<file path="src/design/aiic_pkg.sv">
// ----------------------------------------------------------------------------
// Adaptive integer interval coder package
// Shared constants, row type and the command and status groups that join the
// controller to the datapath.
// ----------------------------------------------------------------------------
`default_nettype none

package aiic_pkg;

  localparam int BUCKET_COUNT = 64;
  localparam int COUNT_WIDTH  = 16;
  localparam int CHUNK_BITS   = 16;

  // Counts are held four to a memory row, so a scan step adds up to four of them.
  localparam int LANES  = 4;
  localparam int ROWS   = BUCKET_COUNT / LANES;
  localparam int ROW_W  = $clog2(ROWS);
  localparam int LANE_W = $clog2(LANES);
  localparam int SLOT_W = $clog2(BUCKET_COUNT);

  localparam int TOTAL_W = 23;  // running sum of all counts
  localparam int FIELD_W = 22;  // width of each interval bound
  localparam int SIG_W   = 5;   // significant-bit count, 0 to 31
  localparam int VALUE_W = 32;

  localparam logic [COUNT_WIDTH-1:0] COUNT_LIMIT = {COUNT_WIDTH{1'b1}};
  localparam logic [SIG_W-1:0]       CHUNK_MAX   = SIG_W'(CHUNK_BITS);

  typedef logic [LANES-1:0][COUNT_WIDTH-1:0] row_t;

  typedef struct packed {
    logic load;         // capture the accepted word
    logic prep;         // find the bucket, clear the sum
    logic scan;         // read the next row of counts
    logic bump;         // increment the bucket count unless saturated and write the row back
    logic emit_bucket;  // load the bucket interval into the output register
    logic emit_raw;     // load the next raw chunk into the output register
  } aiic_cmd_t;

  typedef struct packed {
    logic scan_last;    // the row being read holds the bucket
    logic sig_zero;     // no raw bits follow the bucket interval
    logic op_tally;     // tally only, nothing is emitted
    logic out_free;     // the output register can take a word this cycle
    logic raw_last;     // the current raw chunk is the final one
  } aiic_status_t;

endpackage

`default_nettype wire

</file>
<file path="src/design/aiic_ctrl.sv">
// ----------------------------------------------------------------------------
// Adaptive integer interval coder controller
// Sequences one input word through bucket search, count scan, count update
// and, for encode words, the emission of the bucket and raw intervals.
// ----------------------------------------------------------------------------
`default_nettype none

module aiic_ctrl (
  input  wire                      clk,
  input  wire                      rst,
  input  wire                      in_valid,
  output logic                     in_ready,
  input  aiic_pkg::aiic_status_t   status,
  output aiic_pkg::aiic_cmd_t      cmd
);
  import aiic_pkg::*;

  localparam logic [2:0] S_IDLE   = 3'd0;
  localparam logic [2:0] S_PREP   = 3'd1;
  localparam logic [2:0] S_SCAN   = 3'd2;
  localparam logic [2:0] S_DRAIN  = 3'd3;
  localparam logic [2:0] S_BUCKET = 3'd4;
  localparam logic [2:0] S_RAW    = 3'd5;

  logic [2:0] state;
  logic [2:0] state_next;

  always_ff @(posedge clk) begin
    if (rst) begin
      state <= S_IDLE;
    end else begin
      state <= state_next;
    end
  end

  always_comb begin
    state_next = state;
    cmd        = '0;
    in_ready   = 1'b0;
    unique case (state)
      S_IDLE: begin
        in_ready = 1'b1;
        if (in_valid) begin
          cmd.load   = 1'b1;
          state_next = S_PREP;
        end
      end
      S_PREP: begin
        cmd.prep   = 1'b1;
        state_next = S_SCAN;
      end
      S_SCAN: begin
        cmd.scan = 1'b1;
        if (status.scan_last) begin
          state_next = S_DRAIN;
        end
      end
      S_DRAIN: begin
        cmd.bump   = 1'b1;
        state_next = status.op_tally ? S_IDLE : S_BUCKET;
      end
      S_BUCKET: begin
        if (status.out_free) begin
          cmd.emit_bucket = 1'b1;
          state_next      = status.sig_zero ? S_IDLE : S_RAW;
        end
      end
      S_RAW: begin
        if (status.out_free) begin
          cmd.emit_raw = 1'b1;
          if (status.raw_last) begin
            state_next = S_IDLE;
          end
        end
      end
      default: begin
        state_next = S_IDLE;
      end
    endcase
  end

endmodule

`default_nettype wire

</file>
<file path="src/design/aiic_datapath.sv">
// ----------------------------------------------------------------------------
// Adaptive integer interval coder datapath
// Count memory with row valid bits, prefix-sum accumulator, raw chunk
// splitter and the output register.
// ----------------------------------------------------------------------------
`default_nettype none

module aiic_datapath (
  input  wire                           clk,
  input  wire                           rst,
  input  wire                           in_opcode,
  input  wire  [aiic_pkg::VALUE_W-1:0]  in_value,
  input  aiic_pkg::aiic_cmd_t           cmd,
  output aiic_pkg::aiic_status_t        status,
  output logic                          out_valid,
  input  wire                           out_ready,
  output logic [aiic_pkg::FIELD_W-1:0]  out_low,
  output logic [aiic_pkg::FIELD_W-1:0]  out_high,
  output logic [aiic_pkg::FIELD_W-1:0]  out_total,
  output logic                          out_last
);
  import aiic_pkg::*;

  // Captured word and its bucket.
  logic               op_tally;
  logic [VALUE_W-1:0] value;
  logic [SIG_W-1:0]   sig;
  logic [SLOT_W-1:0]  slot;
  logic [SIG_W-1:0]   left;
  logic [VALUE_W-1:0] rest;

  // Count store.
  row_t            mem [ROWS];
  logic [ROWS-1:0] row_valid;
  logic [TOTAL_W-1:0] count_total;

  // Scan pipeline.
  logic [ROW_W-1:0]   row;
  row_t               rd_data;
  logic               rd_valid_row;
  logic               rd_vld;
  logic [ROW_W-1:0]   rd_row;
  logic [TOTAL_W-1:0] sum;
  logic [COUNT_WIDTH-1:0] cnt;
  logic [TOTAL_W-1:0] total_snap;

  logic [VALUE_W-1:0] mag;
  logic [SIG_W-1:0]   sig_calc;
  row_t               eff;
  logic [TOTAL_W-1:0] row_part;
  row_t               wr_row;
  logic               can_inc;
  logic [SIG_W-1:0]   chunk;
  logic [VALUE_W-1:0] chunk_mask;

  wire [ROW_W-1:0]  slot_row  = slot[SLOT_W-1:LANE_W];
  wire [LANE_W-1:0] slot_lane = slot[LANE_W-1:0];

  // Bit length of the magnitude; bit 31 of the magnitude is always clear.
  always_comb begin
    mag      = value[VALUE_W-1] ? ~value : value;
    sig_calc = '0;
    for (int i = 0; i < VALUE_W - 1; i++) begin
      if (mag[i]) begin
        sig_calc = SIG_W'(i + 1);
      end
    end
  end

  // A row never written reads as the reset count of one in every lane.
  always_comb begin
    for (int l = 0; l < LANES; l++) begin
      eff[l] = rd_valid_row ? rd_data[l] : COUNT_WIDTH'(1);
    end
    row_part = '0;
    for (int l = 0; l < LANES; l++) begin
      if (rd_row < slot_row || (rd_row == slot_row && LANE_W'(l) < slot_lane)) begin
        row_part = row_part + TOTAL_W'(eff[l]);
      end
    end
    can_inc = eff[slot_lane] < COUNT_LIMIT;
    wr_row  = eff;
    if (can_inc) begin
      wr_row[slot_lane] = eff[slot_lane] + COUNT_WIDTH'(1);
    end
  end

  always_comb begin
    chunk      = (left > CHUNK_MAX) ? CHUNK_MAX : left;
    chunk_mask = ~({VALUE_W{1'b1}} << chunk);
  end

  always_comb begin
    status.scan_last = (row == slot_row);
    status.sig_zero  = (sig == '0);
    status.op_tally  = op_tally;
    status.out_free  = !out_valid || out_ready;
    status.raw_last  = (left <= CHUNK_MAX);
  end

  always_ff @(posedge clk) begin
    if (cmd.load) begin
      op_tally <= in_opcode;
      value    <= in_value;
    end
    if (cmd.prep) begin
      sig  <= sig_calc;
      slot <= {value[VALUE_W-1], sig_calc};
      left <= sig_calc - SIG_W'(1);
      rest <= mag;
      row  <= '0;
      sum  <= '0;
    end
    if (cmd.scan) begin
      rd_data      <= mem[row];
      rd_valid_row <= row_valid[row];
      rd_row       <= row;
      row          <= row + ROW_W'(1);
    end
    if (rd_vld) begin
      sum <= sum + row_part;
      if (rd_row == slot_row) begin
        cnt <= eff[slot_lane];
      end
    end
    if (cmd.bump) begin
      mem[slot_row] <= wr_row;
      total_snap    <= count_total;
    end
    if (cmd.emit_raw) begin
      rest <= rest >> chunk;
      left <= left - chunk;
    end
  end

  // Control state of the store and the scan.
  always_ff @(posedge clk) begin
    if (rst) begin
      row_valid   <= '0;
      count_total <= TOTAL_W'(BUCKET_COUNT);
      rd_vld      <= 1'b0;
    end else begin
      rd_vld <= cmd.scan;
      if (cmd.bump) begin
        row_valid[slot_row] <= 1'b1;
        if (can_inc) begin
          count_total <= count_total + TOTAL_W'(1);
        end
      end
    end
  end

  // Output register.
  always_ff @(posedge clk) begin
    if (rst) begin
      out_valid <= 1'b0;
    end else if (cmd.emit_bucket || cmd.emit_raw) begin
      out_valid <= 1'b1;
    end else if (out_ready) begin
      out_valid <= 1'b0;
    end
  end

  always_ff @(posedge clk) begin
    if (cmd.emit_bucket) begin
      out_low   <= sum[FIELD_W-1:0];
      out_high  <= FIELD_W'(sum + TOTAL_W'(cnt));
      out_total <= total_snap[FIELD_W-1:0];
      out_last  <= (sig == '0);
    end else if (cmd.emit_raw) begin
      out_low   <= FIELD_W'(rest & chunk_mask);
      out_high  <= FIELD_W'(rest & chunk_mask) + FIELD_W'(1);
      out_total <= FIELD_W'(1) << chunk;
      out_last  <= (left <= CHUNK_MAX);
    end
  end

endmodule

`default_nettype wire

</file>
<file path="src/design/adaptive_integer_interval_coder.sv">
// ----------------------------------------------------------------------------
// Adaptive integer interval coder
// Front end of an adaptive-frequency arithmetic coder for signed integers:
// maps each value to a bucket, emits the bucket's cumulative interval and
// the raw bits below the leading bit for encode words, and tallies the bucket.
// ----------------------------------------------------------------------------
//
// Channel   Dir  Handshake          Payload
// s_*       in   s_tvalid/s_tready  s_tuser = opcode, s_tdata = value
// m_*       out  m_tvalid/m_tready  m_tdata = low, high, total; m_tlast = last
//
// One word is worked on at a time. After acceptance the controller finds the
// bucket, then scans the memory rows of four counts from the first up to the
// bucket's row (1 to 16 rows), updates the count and, for encode words, emits
// the intervals one at a time (up to 3), waiting while the output register
// holds a result not yet taken. Without stalls, the row scan takes the most time.
// Reset is synchronous and sets every count to one at once through per-row
// valid bits; no clearing pass is needed. A stalled m_tready holds the
// output register and the controller waits; s_tready is high only between
// words, and the last result may still wait in the output register.
// ----------------------------------------------------------------------------
`default_nettype none

module adaptive_integer_interval_coder (
  input  wire         clk,
  input  wire         rst,
  input  wire         s_tvalid,
  output logic        s_tready,
  input  wire  [31:0] s_tdata,   // [31:0] value
  input  wire         s_tuser,   // [0] opcode
  output logic        m_tvalid,
  input  wire         m_tready,
  output logic [71:0] m_tdata,   // [21:0] low, [43:22] high, [65:44] total, rest zero
  output logic        m_tlast
);
  import aiic_pkg::*;

  aiic_cmd_t    cmd;
  aiic_status_t status;

  logic [FIELD_W-1:0] out_low;
  logic [FIELD_W-1:0] out_high;
  logic [FIELD_W-1:0] out_total;

  // The controller only sequences; all storage and arithmetic sit in the
  // datapath.
  aiic_ctrl u_ctrl (
    .clk      (clk),
    .rst      (rst),
    .in_valid (s_tvalid),
    .in_ready (s_tready),
    .status   (status),
    .cmd      (cmd)
  );

  aiic_datapath u_datapath (
    .clk       (clk),
    .rst       (rst),
    .in_opcode (s_tuser),
    .in_value  (s_tdata),
    .cmd       (cmd),
    .status    (status),
    .out_valid (m_tvalid),
    .out_ready (m_tready),
    .out_low   (out_low),
    .out_high  (out_high),
    .out_total (out_total),
    .out_last  (m_tlast)
  );

  // The three bounds are packed from the lowest bit up, padded to whole bytes.
  assign m_tdata = {6'b0, out_total, out_high, out_low};

endmodule

`default_nettype wire

</file>
<file path="config.mk">
export PLATFORM = sky130hd
export DESIGN_NAME = adaptive_integer_interval_coder
export DESIGN_NICKNAME = d
export VERILOG_FILES = /design/src/design/aiic_pkg.sv /design/src/design/aiic_ctrl.sv /design/src/design/aiic_datapath.sv /design/src/design/adaptive_integer_interval_coder.sv
export SDC_FILE = /design/constraint.sdc
export NUM_CORES = 2
export LEC_CHECK = 0
export ABC_AREA = 1
export ABC_CLOCK_PERIOD_IN_PS = 9700
export CORE_ASPECT_RATIO = 0.8
export CORE_MARGIN = 2
export CORE_UTILIZATION = 50
export CTS_CLUSTER_SIZE = 20
export DETAILED_ROUTE_END_ITERATION = 12
export DONT_BUFFER_PORTS = 1
export PLACE_DENSITY = 0.7
export RECOVER_POWER = 100
export SETUP_SLACK_MARGIN = 0.1
export SLEW_MARGIN = 30
export SYNTH_ARGS = -nofsm -noshare
export SYNTH_HDL_FRONTEND = slang
export SYNTH_SLANG_ARGS = --single-unit
</file>
<file path="constraint.sdc">
create_clock -name clk -period 9.7 [get_ports clk]
set_input_delay 0.485 -clock clk [delete_from_list [all_inputs] [get_ports clk]]
set_output_delay 0.485 -clock clk [all_outputs]
set_load 0.01 [all_outputs]
</file>
==> After elaboration in Yosys (flattened, before gate mapping) <==
Memory sizes are Yosys's and may differ from the RTL's. A register that Yosys moved wholly into a read port is not among the register bits.
Index checks and enable logic that the tools add are counted.
{ "word_totals": {"register_bits": 262, "elab_cells": 176, "mem_bits_rw": 1024, "out_inout_bits": 75, "n_memories": 1} }
{ "mem_list": {"columns": ["memory", "depth", "width", "rd", "rd_clocked_by_memory_dff", "wr", "line", "text"], "rows": [
  ["u_datapath.mem", 16, 64, 1, 1, 1, "aiic_datapath.sv:33", "row_t mem [ROWS];"]
]} }
{ "classes": {"n_reduce_logical": 23, "n_bitwise": 4, "addsub": 11, "n_eq_ne": 12, "n_lt_le_gt_ge": 13, "shift": 3, "mux": 88} }
{ "op_table": {"columns": ["cell", "count"], "rows": [
  ["two-way mux 22 bit", 6],
  ["two-way mux 23 bit", 5],
  ["two-way mux 16 bit", 7],
  ["two-way mux 32 bit", 3],
  ["two-way mux 5 bit", 19],
  ["bitwise mux 64 bit", 1],
  ["two-way mux 64 bit", 1],
  ["adder 23 x 16 -> 23 bit", 2],
  ["two-way mux 4 bit", 10],
  ["two-way mux 3 bit", 11],
  ["binary-select mux 16 bit (select 2 bit)", 1],
  ["demux 16 bit (select 2 bit)", 1],
  ["inverter 32 bit", 1],
  ["<< shifter 32 x 5 -> 22 bit (first input constant)", 1],
  [">> shifter 32 x 5 -> 32 bit", 1],
  ["adder 23 x 1 -> 23 bit (second input constant)", 1],
  ["adder 23 bit", 1],
  ["adder 22 x 1 -> 22 bit (second input constant)", 1],
  ["adder 22 x 16 -> 22 bit", 1],
  ["bitwise AND 22 bit", 1],
  ["inverter 22 bit", 1],
  ["<< shifter 1 x 5 -> 22 bit (first input constant)", 1],
  ["two-way mux 1 bit", 18],
  ["one-hot mux 3 bit (6 select lines)", 1],
  ["other kinds (32)", 58]
]} }

==> Logic depth before layout (Yosys ltp) <==
{ "logic_depth": {"ltp_word": 36, "ltp_mapped": 54, "depth_no_buf": 53} }

==> By module <==
A second synthesis with hierarchy kept.
{ "hier_totals": {"cells_unflattened": 5177, "hier_area_um2": 59340.7} }
{ "by_module_without_submodules": {"columns": ["module", "area_per_inst_um2", "cells_per_inst", "n_inst"], "rows": [
  ["aiic_datapath", 59014.1, 5123, 1],
  ["aiic_ctrl", 277.8, 47, 1],
  ["adaptive_integer_interval_coder", 48.8, 7, 1]
]} }

==> Worst setup path after synthesis <==
OpenSTA, ideal clock, no wires.
{ "synth_path": {"path_kind": "reg2reg", "startpoint": "reg u_datapath.slot[3]", "endpoint": "reg u_datapath.sum[20], data pin", "setup_slack_ps": 2444, "path_stages_with_launch": 52, "n_path_buf": 1, "t_arrival_ps": 7110, "required_ps": 9554, "synth_period_minus_slack_ps": 7256, "path_cell_list": "edfxtp_1 -> inv_1 -> ha_1 -> inv_1 -> o21bai_1 -> nand2_1 -> nand3_2 -> nand2_1 -> inv_1 -> buf_1 -> nor2_1 -> ha_1 -> fa_1 -> inv_1 -> o21ai_0 -> inv_1 -> fa_1 -> inv_1 -> (+16 left out) -> ha_1 -> a21oi_1 -> nand2_1 -> xor2_1 -> nor2_1 -> a21oi_1 -> ha_1 -> nand2_1 -> o21ai_0 -> o21bai_1 -> a21oi_1 -> o21bai_1 -> nand2_1 -> a21oi_1 -> nand2_1 -> a21oi_1 -> o21ai_0 -> a21oi_1"} }
{ "synth_between": {"elab_chain_len": 12} }
{ "synth_lines": {"columns": ["item", "line", "text"], "rows": [
  ["start, declared", "aiic_datapath.sv:28", "logic [SLOT_W-1:0] slot;"],
  ["start signal, assigned", "aiic_datapath.sv:108", "slot <= {value[VALUE_W-1], sig_calc};"],
  ["branches (longest 9 deep; another with adder 23 x 16 -> 23 bit)", null, null],
  ["two-way mux 23 bit (*)", "aiic_datapath.sv:77", "if (rd_row < slot_row || (rd_row == slot_row && LANE_W'(l) < slot_lane)) begin"],
  ["adder 23 bit (*)", "aiic_datapath.sv:121", "sum <= sum + row_part;"],
  ["two-way mux 23 bit (*)", "aiic_datapath.sv:120", "if (rd_vld) begin"],
  ["end signal, assigned", "aiic_datapath.sv:121", null],
  ["end, declared", "aiic_datapath.sv:43", "logic [TOTAL_W-1:0] sum;"]
]} }
Every way passes the cells marked *.
A chain may end at the register's enable or synchronous reset.

==> out/summary.txt <==
================================================================================
Number of clock sinks .............................................         1343
Worst-path fanout max .............................................           34
Routed len/inst ...................................................      24.9 um
GPL Wtd Cong ......................................................        0.972
Cts bufs inserted .................................................          130
Vias in the first global route ....................................        39000
Vias per inst .....................................................         6.13
Worst vdd rail ir drop ............................................   0.000223 V
Synth-to-Final Area Change ........................................        9.75%
Data required time of the worst path ..............................      9.98 ns
First-pass GRT wire length ........................................    252000 um
Fraction of synthesized cell area taken by the top area cell type .        0.658
Ys async rst share ................................................            0
Fill cell count ...................................................         9789
Height of the die .................................................       312 um
Register cell area after layout ...................................  39900 sq um
Cell area after layout ............................................  65100 sq um
Drc violations ....................................................            0
Buffers on Ports ..................................................            0
Post-synthesis instance area ......................................  59300 sq um
Clock Latency Late Sink ...........................................      0.78 ns
Static Leakage ....................................................      22.8 nW
Synth Flop Type ................................................... sky130_fd_sc_hd__edfxtp_1
Cell count of the worst hold path .................................            3
Synthesized flop and latch total ..................................         1343
Setup bufs post-CTS ...............................................            0
Synth top cells by count .......................................... sky130_fd_sc_hd__edfxtp_1, sky130_fd_sc_hd__nand2_1, sky130_fd_sc_hd__o21ai_0
CTS tree ..........................................................         done
Placed Instance Area ..............................................  61400 sq um
Number of synthesized flops with an enable pin ....................         1300
Total die area .................................................... 121000 sq um
Number of failing hold endpoints at the final stage ...............            0
Maximum level of the CTS H-tree ...................................            4
Number of max-cap violations ......................................           62
Iteration count of the initial detailed-routing pass ..............            6
Hpwl dp ...........................................................     98100 um
Post-DRT Antenna Nets .............................................            0
Setup TNS after final layout ......................................         0 ns
CTS-repair resized insts ..........................................            0
N_diodes ..........................................................            0
Slack of the worst reg-to-reg path ................................      0.43 ns
Part of the Yosys area used for sequential elements ...............        0.673
Max Clock Freq ....................................................      108 MHz
Number of warnings printed during yosys synthesis .................            0
DRC marker count from the first detailed-route iteration ..........         6284
Maximum clock path buffer count ...................................            3
Terminus of the critical flop-to-flop path ........................ u_datapath.mem[6][24]
Area of the core region ........................................... 117000 sq um
Worst path setup slack after routing ..............................     0.426 ns
Setup violators final .............................................            0
Endpoint kind of the worst setup timing path ......................    flip-flop
Avg Inst Size Synth ...............................................   11.4 sq um
Gate count after technology mapping ...............................         5190
CP Class ..........................................................   reg -> reg
Depth of the most critical reg-to-reg path ........................           12
RR Startpoint ..................................................... u_datapath.rd_valid_row
Cell Pwr Density ..................................................  324 nW/um^2
Overflow after GRT ................................................            0
Die outline width .................................................       389 um
Initial antenna violation count ...................................            1
Clock root cell ................................................... sky130_fd_sc_hd__clkbuf_16
Final max-slew violation count ....................................         2044
Worst Setup Slack post-DPL ........................................      1.27 ns
Area taken by multi-input logic gates .............................  16900 sq um
Post-route clock skew .............................................    0.0438 ns
Number of library cell types mapped by synthesis ..................           74
Number of primary I/O pins ........................................          112
Slew at the pin closest to its max-slew limit .....................      4.57 ns
Critical Path Start ............................................... u_datapath.rd_valid_row
Class of the most critical hold timing path .......................    in -> reg
Failing checks .................................................... max-capacitance violations, max-slew violations
Clock Pin Slew Worst Setup and Hold Paths .........................      0.06 ns
Type of origin of the critical path ...............................    flip-flop
Data arrival time of the critical path ............................      9.56 ns
Worst hold start ..................................................     m_tready
Initial core utilization ..........................................        0.506
Final period util .................................................        0.956
Status ............................................................ finished with violations
Total number of nets in the final design ..........................         5345
Gr usage total ....................................................        0.276
Pin count of the biggest net entering global routing ..............          215
Final critical delay including setup and external delays ..........      9.27 ns
Row count .........................................................          112
Final total power .................................................      21.1 mW
Fraction of final layout cells sized beyond drive strength 1 ......       0.0573
Number of hold buffers added after cts ............................           35
Biggest area consumer among synthesized cells ..................... sky130_fd_sc_hd__edfxtp_1
Max transition margin .............................................        -2.04
Unrepaired setup endpoints after global routing ...................        false
Capture endpoint of the worst hold path ........................... u_datapath.out_valid
Leading post-synthesis cells by cell area ......................... sky130_fd_sc_hd__edfxtp_1, sky130_fd_sc_hd__nand2_1, sky130_fd_sc_hd__o21ai_0
Wire length after detailed routing ................................    170000 um
Total via count in the routed design ..............................        42000
Library cell with the highest instance count after synthesis ...... sky130_fd_sc_hd__edfxtp_1
================================================================================
-- cells by family after synthesis --
group | count (synthesis) | share of synthesized area
simple gates | 1766 | 0.125
flops | 1343 | 0.673
compound gates | 1298 | 0.127
buf+inv | 591 | 0.0403
fa+ha+maj | 99 | 0.0215
xor+xnor | 88 | 0.0131
mux | 4 | 0.000675
other cells | 1 | 0.0000632
-- worst max-delay path by stage --
| stage | cells past startpoint | to | slack, ns |
|---|---|---|---|
| after floorplan | 51 | u_datapath.sum[20] | 2.44 |
| after global placement | 48 | u_datapath.sum[21] | 1.53 |
| after detailed placement | 48 | u_datapath.sum[21] | 1.27 |
| after CTS | 48 | u_datapath.sum[21] | 1.28 |
| after global routing | 12 | u_datapath.mem[6][24] | 0.25 |
| final | 12 | u_datapath.mem[6][24] | 0.43 |
-- state kept, by name, indices dropped and copies added, names as in the netlist, 5 cells and up --
| register | cells |
|---|---|
| u_datapath.rd_data | 64 |
| u_datapath.out_high | 22 |
| u_datapath.slot | 6 |
| u_datapath.sum | 22 |
| u_datapath.rest | 32 |
| u_datapath.left | 5 |
| u_datapath.row_valid | 16 |
| u_datapath.total_snap | 22 |
| u_datapath.cnt | 16 |
| u_datapath.mem | 1024 |
| u_datapath.out_total | 22 |
| u_datapath.out_low | 22 |
| u_datapath.count_total | 22 |
| u_datapath.value | 32 |
-- worst max-delay path, cell delays in order (launching register included) --
cell,delay (ns)
sky130_fd_sc_hd__edfxtp_1,0.66
sky130_fd_sc_hd__buf_4,0.42
sky130_fd_sc_hd__clkbuf_1,1.84
sky130_fd_sc_hd__nand2_1,0.68
sky130_fd_sc_hd__a221oi_1,0.68
sky130_fd_sc_hd__o21a_1,0.40
sky130_fd_sc_hd__clkinv_1,0.14
sky130_fd_sc_hd__nor2_1,0.25
sky130_fd_sc_hd__nand4_4,0.14
sky130_fd_sc_hd__nor2_1,0.95
sky130_fd_sc_hd__nor2_1,0.31
sky130_fd_sc_hd__clkbuf_1,0.64
sky130_fd_sc_hd__o21ai_0,1.62
-- layout make-up --
| type | count | share of cell area |
|---|---|---|
| tap | 1539 | 0.0296 |
| sequential | 1343 | 0.613 |
| multi-input combinational | 3261 | 0.260 |
| clock buffer | 165 | 0.0530 |
| inverter | 308 | 0.0181 |
| clock inverter | 68 | 0.0111 |
| timing repair buffer | 165 | 0.0149 |
-- cells in the final DEF, fill, tap and decap left out, drive strengths merged, types with 94 or more instances in the layout --
cell       n
a21oi    310
nor2     517
ha        94
nand2    995
nand3    145
o22ai    109
inv      308
o21ai    636
edfxtp  1300
clkbuf   267
a221oi    97
-- per-layer routing --
metal  wire length [um]  track usage  share of wire  up-vias
met3              20600       0.0542           0.12      338
met2              73500        0.401           0.43     2548
met5                  0            0              0        -
li1                   -            -              -    18700
met1              71300        0.420           0.42    20400
met4               4820       0.0827          0.028        0
-- metrics by stage --
| stage | hold slack (ns) | util | instances |
|---|---|---|---|
| CTS | 0.0498 | 0.562 | 6848 |
| floorplan | 0.406 | - | 5195 |
| finish | 0.0750 | 0.555 | 6849 |
| global placement | 0.418 | 0.522 | 6574 |
| detailed placement | 0.443 | 0.524 | 6580 |
| global route | 0.0788 | 0.555 | 6849 |
-- power breakdown --
part           switching (mW)  internal (mW)
clock network            2.23           2.79
registers               0.277           7.73
logic                    5.87           2.20
total                    8.37           12.7
Power figures use the tool's default switching activity.
